--- src/rtl/polycen_pkg.sv ---
// ----------------------------------------------------------------------------
// polycen_pkg
// Shared types, constants and the control store of the polygon centroid block.
// ----------------------------------------------------------------------------
package polycen_pkg;

  // default sizes
  localparam int DEF_COORD_BITS   = 16;
  localparam int DEF_MAX_VERTICES = 1024;
  localparam int DEF_FRAC_BITS    = 8;

  // width of each centroid field on the result beat
  localparam int OUT_W = 24;

  // result status codes
  typedef enum logic [1:0] {
    ST_OK       = 2'd0,
    ST_DEGEN    = 2'd1,
    ST_OVERFLOW = 2'd2
  } status_t;

  // multiplier operand pairs
  typedef enum logic [1:0] {
    MS_AY_BX = 2'd0,  // (y_in - y0) * (x_prev - x0)
    MS_BY_AX = 2'd1,  // (y_prev - y0) * (x_cur - x0)
    MS_SX_F  = 2'd2,  // (x sum) * cross term
    MS_SY_F  = 2'd3   // (y sum) * cross term
  } mul_sel_t;

  // cross term register operation
  typedef enum logic [1:0] {
    F_HOLD = 2'd0,
    F_LOAD = 2'd1,
    F_SUB  = 2'd2
  } f_op_t;

  // jump conditions: taken goes to target, else to the next step
  typedef enum logic [2:0] {
    J_NEXT     = 3'd0,
    J_ALWAYS   = 3'd1,
    J_NO_BEAT  = 3'd2,
    J_SKIP     = 3'd3,
    J_NOT_LAST = 3'd4,
    J_NO_DIV   = 3'd5,
    J_DIV_BUSY = 3'd6,
    J_OUT_BUSY = 3'd7
  } jump_t;

  // program steps
  typedef enum logic [3:0] {
    S_FETCH = 4'd0,
    S_CROSS = 4'd1,
    S_MOMX  = 4'd2,
    S_MOMY  = 4'd3,
    S_ADV   = 4'd4,
    S_TAIL  = 4'd5,
    S_PREP  = 4'd6,
    S_LOADX = 4'd7,
    S_RUNX  = 4'd8,
    S_DONEX = 4'd9,
    S_LOADY = 4'd10,
    S_RUNY  = 4'd11,
    S_DONEY = 4'd12,
    S_WAIT  = 4'd13,
    S_EMIT  = 4'd14
  } step_t;

  // one control word
  typedef struct packed {
    logic     ready;     // take an input beat
    mul_sel_t mul_sel;
    f_op_t    f_op;
    logic     prod_ld;   // register the product
    logic     area_acc;  // area += cross term
    logic     momx_acc;  // x moment += product
    logic     momy_acc;  // y moment += product
    logic     advance;   // previous <= current, count up
    logic     prep;      // classify the polygon, set up the divisor
    logic     div_load;  // load the divider with one moment
    logic     div_axis;  // 0: x, 1: y
    logic     div_step;  // one quotient bit
    logic     div_done;  // form one centroid field
    logic     emit;      // move the result to the output register
    jump_t    jump;
    step_t    target;
  } ucode_t;

  // control store
  function automatic ucode_t ucode_rom(step_t s);
    ucode_t uw;
    uw        = '0;
    uw.mul_sel = MS_AY_BX;
    uw.f_op   = F_HOLD;
    uw.jump   = J_NEXT;
    uw.target = S_FETCH;
    unique case (s)
      S_FETCH: begin
        uw.ready  = 1'b1;
        uw.f_op   = F_LOAD;
        uw.jump   = J_NO_BEAT;
        uw.target = S_FETCH;
      end
      S_CROSS: begin
        uw.mul_sel = MS_BY_AX;
        uw.f_op    = F_SUB;
        uw.jump    = J_SKIP;
        uw.target  = S_TAIL;
      end
      S_MOMX: begin
        uw.mul_sel  = MS_SX_F;
        uw.prod_ld  = 1'b1;
        uw.area_acc = 1'b1;
      end
      S_MOMY: begin
        uw.mul_sel  = MS_SY_F;
        uw.prod_ld  = 1'b1;
        uw.momx_acc = 1'b1;
      end
      S_ADV: begin
        uw.momy_acc = 1'b1;
        uw.advance  = 1'b1;
        uw.jump     = J_NOT_LAST;
        uw.target   = S_FETCH;
      end
      S_TAIL: begin
        uw.jump   = J_NOT_LAST;
        uw.target = S_FETCH;
      end
      S_PREP: begin
        uw.prep   = 1'b1;
        uw.jump   = J_NO_DIV;
        uw.target = S_WAIT;
      end
      S_LOADX: begin
        uw.div_load = 1'b1;
      end
      S_RUNX: begin
        uw.div_step = 1'b1;
        uw.jump     = J_DIV_BUSY;
        uw.target   = S_RUNX;
      end
      S_DONEX: begin
        uw.div_done = 1'b1;
      end
      S_LOADY: begin
        uw.div_load = 1'b1;
        uw.div_axis = 1'b1;
      end
      S_RUNY: begin
        uw.div_step = 1'b1;
        uw.div_axis = 1'b1;
        uw.jump     = J_DIV_BUSY;
        uw.target   = S_RUNY;
      end
      S_DONEY: begin
        uw.div_done = 1'b1;
        uw.div_axis = 1'b1;
      end
      S_WAIT: begin
        uw.jump   = J_OUT_BUSY;
        uw.target = S_WAIT;
      end
      S_EMIT: begin
        uw.emit   = 1'b1;
        uw.jump   = J_ALWAYS;
        uw.target = S_FETCH;
      end
      default: begin
        uw.jump   = J_ALWAYS;
        uw.target = S_FETCH;
      end
    endcase
    return uw;
  endfunction

endpackage

--- src/rtl/polygon_centroid.sv ---
// ----------------------------------------------------------------------------
// polygon_centroid
// Shoelace centroid of a polygon streamed one vertex per beat, run by a
// small microprogram over one shared multiplier and a bit-serial divider.
// ----------------------------------------------------------------------------
//
//  channel  | direction | tdata (low bit up)            | tuser / tlast
//  ---------+-----------+-------------------------------+-------------------
//  in_      | sink      | point_x, point_y              | tlast = last_point
//  out_     | source    | centroid_x, centroid_y        | tuser = status
//
// A vertex runs four products on the one multiplier, the first taken during
// fetch, then an accumulate step. The first vertex and vertices past
// MAX_VERTICES run only fetch, cross term and tail.
// After the last vertex the one-bit-per-cycle divider runs once per axis.
// A zero-area or overflowed polygon skips the divider.
// Synchronous active-low reset clears the sums, the count and the sequencer.
// A result waiting in the output register stalls only the next last vertex.
//
module polygon_centroid
  import polycen_pkg::*;
#(
  parameter int COORD_BITS   = DEF_COORD_BITS,
  parameter int MAX_VERTICES = DEF_MAX_VERTICES,
  parameter int FRAC_BITS    = DEF_FRAC_BITS
) (
  input  logic                                   clk,
  input  logic                                   rst_n,
  input  logic                                   in_tvalid,
  output logic                                   in_tready,
  // point_x [COORD_BITS-1:0], point_y [2*COORD_BITS-1:COORD_BITS]
  input  logic [((2*COORD_BITS+7)/8)*8-1:0]      in_tdata,
  input  logic                                   in_tlast,
  output logic                                   out_tvalid,
  input  logic                                   out_tready,
  // centroid_x [23:0], centroid_y [47:24]
  output logic [2*OUT_W-1:0]                     out_tdata,
  // status [1:0]
  output logic [1:0]                             out_tuser
);

  // derived widths
  localparam int C      = COORD_BITS;
  localparam int D_W    = C + 1;                 // coordinate difference
  localparam int S_W    = C + 2;                 // sum of two differences
  localparam int F_W    = 2 * C + 3;             // cross term
  localparam int P_W    = S_W + F_W;             // multiplier product
  localparam int LOG_V  = $clog2(MAX_VERTICES);
  localparam int AREA_W = 2 * C + 4 + LOG_V;
  localparam int MOM_W  = 3 * C + 6 + LOG_V;
  localparam int DM_W   = AREA_W + 2;            // |3 * area|
  localparam int NUM_W  = MOM_W + FRAC_BITS;     // scaled moment magnitude
  localparam int DC_W   = $clog2(NUM_W + 1);
  localparam int CNT_W  = $clog2(MAX_VERTICES + 2);
  localparam int O_W    = C + FRAC_BITS;         // scaled origin
  localparam int QW     = ((OUT_W > O_W) ? OUT_W : O_W) + 1;
  localparam int SUM_W  = QW + 2;

  localparam logic [CNT_W-1:0] CNT_MAX = CNT_W'(MAX_VERTICES);
  localparam logic [CNT_W-1:0] CNT_OVF = CNT_W'(MAX_VERTICES + 1);

  // saturate a wide signed value to the output field
  function automatic logic signed [OUT_W-1:0] sat_out(logic signed [SUM_W-1:0] v);
    logic fits;
    fits = (v[SUM_W-1:OUT_W-1] == '0) || (v[SUM_W-1:OUT_W-1] == '1);
    if (fits) begin
      return v[OUT_W-1:0];
    end else if (v[SUM_W-1]) begin
      return {1'b1, {(OUT_W-1){1'b0}}};
    end else begin
      return {1'b0, {(OUT_W-1){1'b1}}};
    end
  endfunction

  // sequencer
  step_t  pc_r, pc_nxt;
  ucode_t uw;
  logic   beat;
  logic   take_jump;

  // vertex state
  logic signed [C-1:0]      in_x, in_y;
  logic signed [C-1:0]      org_x_r, org_y_r, prev_x_r, prev_y_r, cur_x_r, cur_y_r;
  logic                     last_r, skip_r;
  logic [CNT_W-1:0]         cnt_r;

  // arithmetic
  logic signed [D_W-1:0]    ay_in, ax, ay, bx, by;
  logic signed [S_W-1:0]    sx, sy;
  logic signed [S_W-1:0]    mul_a;
  logic signed [F_W-1:0]    mul_b;
  logic signed [P_W-1:0]    mul_p;
  logic signed [F_W-1:0]    f_r;
  logic signed [P_W-1:0]    prod_r;
  logic signed [AREA_W-1:0] area_r;
  logic signed [MOM_W-1:0]  mom_x_r, mom_y_r;

  // finish and divider
  logic                     overflow, no_div;
  logic [AREA_W-1:0]        area_mag;
  logic [DM_W-1:0]          dm_calc, dm_r;
  logic signed [MOM_W-1:0]  mom_sel;
  logic [MOM_W-1:0]         mom_mag;
  logic [NUM_W-1:0]         num_r;
  logic [DM_W-1:0]          rem_r;
  logic [DM_W:0]            trial, trial_diff;
  logic                     q_bit;
  logic [QW-1:0]            quo_r, qmag;
  logic                     big_r, neg_r;
  logic [DC_W-1:0]          dcnt_r;
  logic signed [O_W-1:0]    o_x, o_y, o_sel;
  logic signed [SUM_W-1:0]  q_signed, fix_sum;
  logic signed [OUT_W-1:0]  res_x_r, res_y_r;
  status_t                  status_r;

  // output register
  logic                     out_valid_r, out_valid_nxt;
  logic signed [OUT_W-1:0]  out_x_r, out_y_r;
  status_t                  out_st_r;
  logic                     out_busy;

  // control word of the current step
  assign uw        = ucode_rom(pc_r);
  assign in_tready = uw.ready;
  assign beat      = in_tvalid & in_tready;
  assign out_busy  = out_valid_r & ~out_tready;

  // input fields
  assign in_x = in_tdata[C-1:0];
  assign in_y = in_tdata[2*C-1:C];

  // coordinate differences taken from the first vertex
  assign ay_in = D_W'(in_y) - D_W'(org_y_r);
  assign ax    = D_W'(cur_x_r) - D_W'(org_x_r);
  assign ay    = D_W'(cur_y_r) - D_W'(org_y_r);
  assign bx    = D_W'(prev_x_r) - D_W'(org_x_r);
  assign by    = D_W'(prev_y_r) - D_W'(org_y_r);
  assign sx    = S_W'(ax) + S_W'(bx);
  assign sy    = S_W'(ay) + S_W'(by);

  // shared multiplier operand select
  always_comb begin
    case (uw.mul_sel)
      MS_AY_BX: begin
        mul_a = S_W'(ay_in);
        mul_b = F_W'(bx);
      end
      MS_BY_AX: begin
        mul_a = S_W'(by);
        mul_b = F_W'(ax);
      end
      MS_SX_F: begin
        mul_a = sx;
        mul_b = f_r;
      end
      default: begin
        mul_a = sy;
        mul_b = f_r;
      end
    endcase
  end

  assign mul_p = mul_a * mul_b;

  // polygon classification at the finish
  assign overflow = cnt_r > CNT_MAX;
  assign no_div   = overflow || (area_r == '0);
  assign area_mag = area_r[AREA_W-1] ? AREA_W'(-area_r) : AREA_W'(area_r);
  assign dm_calc  = {1'b0, area_mag, 1'b0} + {2'b00, area_mag};

  // divider operand and one restoring step
  assign mom_sel    = uw.div_axis ? mom_y_r : mom_x_r;
  assign mom_mag    = mom_sel[MOM_W-1] ? MOM_W'(-mom_sel) : MOM_W'(mom_sel);
  assign trial      = {rem_r, num_r[NUM_W-1]};
  assign trial_diff = trial - {1'b0, dm_r};
  assign q_bit      = trial >= {1'b0, dm_r};

  // signed quotient plus scaled origin
  assign o_x      = O_W'(org_x_r) <<< FRAC_BITS;
  assign o_y      = O_W'(org_y_r) <<< FRAC_BITS;
  assign o_sel    = uw.div_axis ? o_y : o_x;
  assign qmag     = big_r ? '1 : quo_r;
  assign q_signed = neg_r ? -$signed({2'b00, qmag}) : $signed({2'b00, qmag});
  assign fix_sum  = q_signed + SUM_W'(o_sel);

  // jump condition
  always_comb begin
    case (uw.jump)
      J_NEXT:     take_jump = 1'b0;
      J_ALWAYS:   take_jump = 1'b1;
      J_NO_BEAT:  take_jump = ~beat;
      J_SKIP:     take_jump = skip_r;
      J_NOT_LAST: take_jump = ~last_r;
      J_NO_DIV:   take_jump = no_div;
      J_DIV_BUSY: take_jump = dcnt_r > DC_W'(1);
      default:    take_jump = out_busy;
    endcase
  end

  // next step
  always_comb begin
    if (take_jump) begin
      pc_nxt = uw.target;
    end else begin
      pc_nxt = step_t'(pc_r + 1'b1);
    end
  end

  // output valid
  always_comb begin
    if (uw.emit) begin
      out_valid_nxt = 1'b1;
    end else begin
      out_valid_nxt = out_busy;
    end
  end

  // control registers
  always_ff @(posedge clk) begin
    if (!rst_n) begin
      pc_r        <= S_FETCH;
      out_valid_r <= 1'b0;
    end else begin
      pc_r        <= pc_nxt;
      out_valid_r <= out_valid_nxt;
    end
  end

  // vertex count and sums
  always_ff @(posedge clk) begin
    if (!rst_n) begin
      cnt_r   <= '0;
      area_r  <= '0;
      mom_x_r <= '0;
      mom_y_r <= '0;
    end else begin
      if (beat) begin
        if (cnt_r == '0) begin
          cnt_r <= CNT_W'(1);
        end else if (cnt_r >= CNT_MAX) begin
          cnt_r <= CNT_OVF;
        end
      end
      if (uw.advance) begin
        cnt_r <= cnt_r + CNT_W'(1);
      end
      if (uw.area_acc) begin
        area_r <= area_r + AREA_W'(f_r);
      end
      if (uw.momx_acc) begin
        mom_x_r <= mom_x_r + MOM_W'(prod_r);
      end
      if (uw.momy_acc) begin
        mom_y_r <= mom_y_r + MOM_W'(prod_r);
      end
      // a delivered polygon starts the next one from scratch
      if (uw.emit) begin
        cnt_r   <= '0;
        area_r  <= '0;
        mom_x_r <= '0;
        mom_y_r <= '0;
      end
    end
  end

  // vertex latch, cross term and product
  always_ff @(posedge clk) begin
    if (beat) begin
      cur_x_r <= in_x;
      cur_y_r <= in_y;
      last_r  <= in_tlast;
      skip_r  <= (cnt_r == '0) || (cnt_r >= CNT_MAX);
      if (cnt_r == '0) begin
        org_x_r  <= in_x;
        org_y_r  <= in_y;
        prev_x_r <= in_x;
        prev_y_r <= in_y;
      end
    end
    if (uw.advance) begin
      prev_x_r <= cur_x_r;
      prev_y_r <= cur_y_r;
    end
    case (uw.f_op)
      F_LOAD:  f_r <= mul_p[F_W-1:0];
      F_SUB:   f_r <= f_r - mul_p[F_W-1:0];
      default: f_r <= f_r;
    endcase
    if (uw.prod_ld) begin
      prod_r <= mul_p;
    end
  end

  // finish: status, divisor, bit-serial division and result fields
  always_ff @(posedge clk) begin
    if (uw.prep) begin
      dm_r <= dm_calc;
      if (overflow) begin
        res_x_r  <= '0;
        res_y_r  <= '0;
        status_r <= ST_OVERFLOW;
      end else if (area_r == '0) begin
        res_x_r  <= sat_out(SUM_W'(o_x));
        res_y_r  <= sat_out(SUM_W'(o_y));
        status_r <= ST_DEGEN;
      end else begin
        status_r <= ST_OK;
      end
    end
    if (uw.div_load) begin
      num_r  <= NUM_W'(mom_mag) << FRAC_BITS;
      neg_r  <= mom_sel[MOM_W-1] ^ area_r[AREA_W-1];
      rem_r  <= '0;
      quo_r  <= '0;
      big_r  <= 1'b0;
      dcnt_r <= DC_W'(NUM_W);
    end
    if (uw.div_step) begin
      rem_r  <= q_bit ? trial_diff[DM_W-1:0] : trial[DM_W-1:0];
      num_r  <= num_r << 1;
      quo_r  <= {quo_r[QW-2:0], q_bit};
      big_r  <= big_r | quo_r[QW-1];
      dcnt_r <= dcnt_r - DC_W'(1);
    end
    if (uw.div_done) begin
      if (uw.div_axis) begin
        res_y_r <= sat_out(fix_sum);
      end else begin
        res_x_r <= sat_out(fix_sum);
      end
    end
  end

  // output register
  always_ff @(posedge clk) begin
    if (uw.emit) begin
      out_x_r  <= res_x_r;
      out_y_r  <= res_y_r;
      out_st_r <= status_r;
    end
  end

  assign out_tvalid = out_valid_r;
  assign out_tdata  = {out_y_r, out_x_r};
  assign out_tuser  = out_st_r;

  // a result appears only out of the emit step
  assert property (@(posedge clk) disable iff (!rst_n)
    $rose(out_valid_r) |-> $past(pc_r) == S_EMIT)
    else $error("result raised outside the emit step");

  // an overflowed polygon carries zero centroid fields
  assert property (@(posedge clk) disable iff (!rst_n)
    (out_tvalid && out_tuser == ST_OVERFLOW) |-> out_tdata == '0)
    else $error("overflow result with nonzero centroid");

  // emitting a result clears the polygon state
  assert property (@(posedge clk) disable iff (!rst_n)
    (pc_r == S_EMIT) |=> (cnt_r == '0 && area_r == '0))
    else $error("polygon state not cleared after emit");

  // the vertex count saturates one past the limit
  assert property (@(posedge clk) disable iff (!rst_n)
    cnt_r <= CNT_OVF)
    else $error("vertex count beyond saturation");

  // the divider never steps with an empty bit count
  assert property (@(posedge clk) disable iff (!rst_n)
    (pc_r == S_RUNX || pc_r == S_RUNY) |-> dcnt_r != '0)
    else $error("divider stepped past its last bit");

endmodule
--- config.mk ---
export PLATFORM = sky130hd
export DESIGN_NAME = polygon_centroid
export DESIGN_NICKNAME = d
export VERILOG_FILES = /design/src/rtl/polycen_pkg.sv /design/src/rtl/polygon_centroid.sv
export SDC_FILE = /design/constraint.sdc
export NUM_CORES = 2
export LEC_CHECK = 0
export BUFFER_PORTS_ARGS = -buffer_cell sky130_fd_sc_hd__buf_2
export CAP_MARGIN = 10
export CORE_MARGIN = 1.5
export CORE_UTILIZATION = 60
export DETAILED_ROUTE_END_ITERATION = 10
export PLACE_DENSITY = 0.77
export SYNTH_ARGS = -nofsm -noshare
export SYNTH_HDL_FRONTEND = slang
export SYNTH_SLANG_ARGS = --single-unit
--- constraint.sdc ---
create_clock -name clk -period 16 [get_ports clk]
set_input_delay 3.2 -clock clk [delete_from_list [all_inputs] [get_ports clk]]
set_output_delay 3.2 -clock clk [all_outputs]
set_load 0.05 [all_outputs]
==> key figures <==
Status
  – Outcome: complete, no violations

Yosys
  – Xor/xnor cell area share of the yosys netlist: 0.0660
  – Yosys Warn Count: 0
  – Post-synth EDFFs: 432
  – Mapped Cells: ~8300
  – Largest family of logic cells by synthesized area: adder cells
  – Syn nets: approximately 9500
  – Area share of fa/ha/maj cells after synthesis: 0.274
  – Fraction of registers with async set/reset: 0
  – Syn Area/Cell: slightly below 9 µm²
  – Simple logic cell fraction of the synthesized area: 0.163
  – FF+latch count, synth: 670
  – Multiplexer share of the synthesized area: 0.0149
  – Mapped Area: around 72000 µm²
  – Post-synth cell types: between 80 and 90
  – Post-synth top flop: edfxtp_1
  – Sequential element share of the synthesized area: 0.248
  – Compound-Gate Fraction of Synth Area: 0.170

CTS
  – Max H-tree Level: 3
  – Clock slew at reported path FFs: around 0.060 ns
  – # clock sinks: 670
  – CTS root buf: clkbuf_16
  – Cts repair resizes: 0
  – Post CTS Setup Buffer Count: 0
  – TritonCTS Buffers: 78
  – Worst-Skew Late Latency: 0.69 ns
  – CTS tree: yes
  – Hold buffer count at CTS: 0
  – CTS Buffer Depth: 3

Critical path
  – Crit path DAT: 14.66 ns
  – Slowest CP cell: a2111oi_0
  – Critical path class: in -> reg
  – Worst r2r src: org_y_r[1]
  – Worst setup path end: f_r[33]
  – Crit path max fanout: 30
  – Required @ worst endpoint: about 16 ns
  – CP peak stage delay: between 0.7 and 0.8 ns
  – R2R depth: between 50 and 60
  – Kind of start point of the critical path: primary input
  – Reg2reg setup slack: ~2.6 ns
  – Crit. Startpoint: in_tdata[16]
  – FF-to-FF End: f_r[33]
  – CP Capture Type: register

Route
  – Vias/cell: 6.19
  – Routed len/inst: 20.8 µm
  – DR iter-0 viols: between 6000 and 7000
  – DR DRC count: 0
  – DRT Pass-1 Iters: 7
  – Post-Route WL: slightly above 200 mm
  – Vias: 60427
  – Post-route ant nets: 0

Run
  – Max cap viols: 0

Floorplan
  – Die height: roughly 350 µm
  – Std-Cell Rows: around 130
  – Die area: between 100000 and 150000 µm²
  – I/O pin total: just under 90
  – Core Box Area: roughly 120000 µm²
  – Starting Density: 0.606
  – Die W: roughly 350 µm

Final layout
  – Share of layout cells above drive strength 1: 0.0436
  – Multi-input gate area in the final layout: approximately 49000 µm²
  – Area Growth Syn to Fin: 6.36%
  – Final core utilization: 0.644
  – Fillers: 9904
  – Storage cell area: roughly 18000 µm²
  – NumNets Final: around 9400

Place
  – PortBufs: 88
  – Hpwl dp: 157 mm
  – Gpl congestion: roughly 0.99

STA
  – Max transition margin: 0.180
  – Final Max Tran Viols: 0
  – Worst Tran Pin Value: around 1.2 ns
  – RSZ-0062 raised after global routing: false
  – Worst hold slack: ~0.42 ns
  – Clock period minus final worst setup slack: around 14 ns
  – Clk_skew: slightly below 0.04 ns
  – Period utilisation layout: 0.891
  – Finish-stage setup viols: 0
  – Fmax: approximately 70 MHz
  – TNS Setup: 0 ns
  – Final Hold Viols: 0

Global routing
  – Met2 usage: 0.534
  – Tot GR Track Use: 0.335
  – Gr busiest metal: met2
  – Met1 Track Usage GR: 0.467
  – Initial antenna violation count: 2
  – First-pass GRT wire length: between 300 and 400 mm
  – Vias in the first global route: around 59000
  – Pin count of the biggest net entering global routing: 110
  – Routing usage on met3: 0.0549
  – Global route overflow: 0

Min path
  – HP Class: reg -> reg
[registers in the layout (all words and copies together) (netlist names), 4 cells and up]
signal and flops:
area_r 46, cnt_r 11, cur_x_r 16, cur_y_r 16, dcnt_r 7, dm_r 48
f_r 35, mom_x_r 64, mom_y_r 64, num_r 64, org_x_r 16, org_y_r 16
out_x_r 24, out_y_r 24, pc_r 4, prev_x_r 16, prev_y_r 16, prod_r 53
quo_r 25, rem_r 48, res_x_r 24, res_y_r 24
[metrics by stage]
step | instance area [µm²] | instances | setup slack, ns
4_1_cts | 76000 | 9761 | 1.92
6_report | 76100 | 9763 | 1.74
5_1_grt | 76000 | 9761 | 0.822
3_3_place_gp | 73400 | 9617 | 1.46
2_1_floorplan | 71500 | 8259 | 2.47
3_5_place_dp | 73400 | 9617 | 1.30
[cells by family after synthesis]
| family | Yosys count |
|---|---|
| AND/OR/NAND/NOR | 2575 |
| buffers and inverters | 1231 |
| multiplexers | 106 |
| flip-flops | 670 |
| XOR/XNOR | 537 |
| adder cells (fa/ha/maj) | 1188 |
| AO/OA/AOI/OAI | 1952 |
[worst min-delay path by stage]
stage | startpoint | end | slack [ns] | cells past startpoint
after global placement | res_y_r[13] | out_y_r[13] | 0.42 | 0
after detailed placement | res_y_r[10] | out_y_r[10] | 0.42 | 0
final | res_x_r[0] | out_x_r[0] | 0.42 | 0
after CTS | res_x_r[0] | out_x_r[0] | 0.42 | 0
after global routing | res_x_r[0] | out_x_r[0] | 0.43 | 0
after floorplan | status_r[0] | out_tuser[0] | 0.40 | 0
[layer usage]
metal / vias to the layer above / routed length [µm]
li1: 28007 / -
met1: 29503 / 86600
met2: 2472 / 91600
met3: 445 / 18000
met4: 0 / 7080
met5: - / 0
[synth_stat cells, types with 10 or more instances]
library cell | count | share of area
nand3b_1 | 14 | 0.0015
nor3b_1 | 14 | 0.0015
a21o_1 | 287 | 0.030
nor3_1 | 104 | 0.0073
nand2_1 | 1224 | 0.064
a211oi_1 | 73 | 0.0077
edfxtp_1 | 432 | 0.18
o22ai_1 | 31 | 0.0027
a31oi_1 | 79 | 0.0069
or4_1 | 21 | 0.0022
a221oi_1 | 42 | 0.0051
a21oi_1 | 653 | 0.046
dfxtp_1 | 238 | 0.067
mux2i_1 | 105 | 0.015
nor2b_1 | 85 | 0.0074
and3_1 | 60 | 0.0052
xor2_1 | 182 | 0.022
and4_1 | 14 | 0.0017
a21boi_0 | 20 | 0.0021
nor2_1 | 529 | 0.028
o21bai_1 | 43 | 0.0045
o21a_1 | 78 | 0.0082
o31ai_1 | 56 | 0.0059
clkbuf_1 | 311 | 0.016
o41ai_1 | 15 | 0.0018
nand3_1 | 124 | 0.0087
o211ai_1 | 28 | 0.0029
or2_2 | 12 | 0.0010
o21ai_0 | 406 | 0.028
inv_1 | 884 | 0.046
xnor2_1 | 354 | 0.043
nand2b_1 | 97 | 0.0085
a2111oi_0 | 10 | 0.0012
and2_1 | 116 | 0.010
a41oi_1 | 15 | 0.0018
fa_1 | 631 | 0.18
ha_1 | 557 | 0.097
a211o_1 | 18 | 0.0022
nand4_1 | 60 | 0.0052
nor4_1 | 29 | 0.0025
or3_1 | 48 | 0.0042
buf_1 | 26 | 0.0014
[cells in the final DEF, fill, tap and decap left out, types with 88 or more instances in the layout]
cell / Yosys / routed
nand2_1: 1224 / 1220
ha_1: 557 / 556
fa_1: 631 / 631
edfxtp_1: 432 / 432
buf_2: 9 / 88
inv_1: 884 / 881
nand3_1: 124 / 123
mux2i_1: 105 / 104
nand2b_1: 97 / 96
a21o_1: 287 / 287
xor2_1: 182 / 182
xnor2_1: 354 / 354
dfxtp_1: 238 / 238
nor3_1: 104 / 103
nor2_1: 529 / 529
a21oi_1: 653 / 646
and2_1: 116 / 114
o21ai_0: 406 / 406
[layout make-up]
type	count	area share
diodes	2	0.0000658
clock buffers	100	0.0286
clock inverters	44	0.00665
inverters	885	0.0437
multi-input cells	6358	0.649
flip-flops and latches	670	0.233
well taps	1536	0.0253
repair buffers	168	0.0137
[worst max-delay path: cells and delay by family]
family / cells / cell delay [ns]
muxes: 1 / 0.10
xor gates and xnor gates: 3 / 0.52
adders and majority gates: 10 / 4.48
and+or+nand+nor: 10 / 1.11
AOI/OAI and AO/OA: 18 / 4.25
buffers and inverters: 9 / 0.98
Power is not shown: default switching activity piles up to over one toggle a cycle in this logic, so the estimate is an artifact.
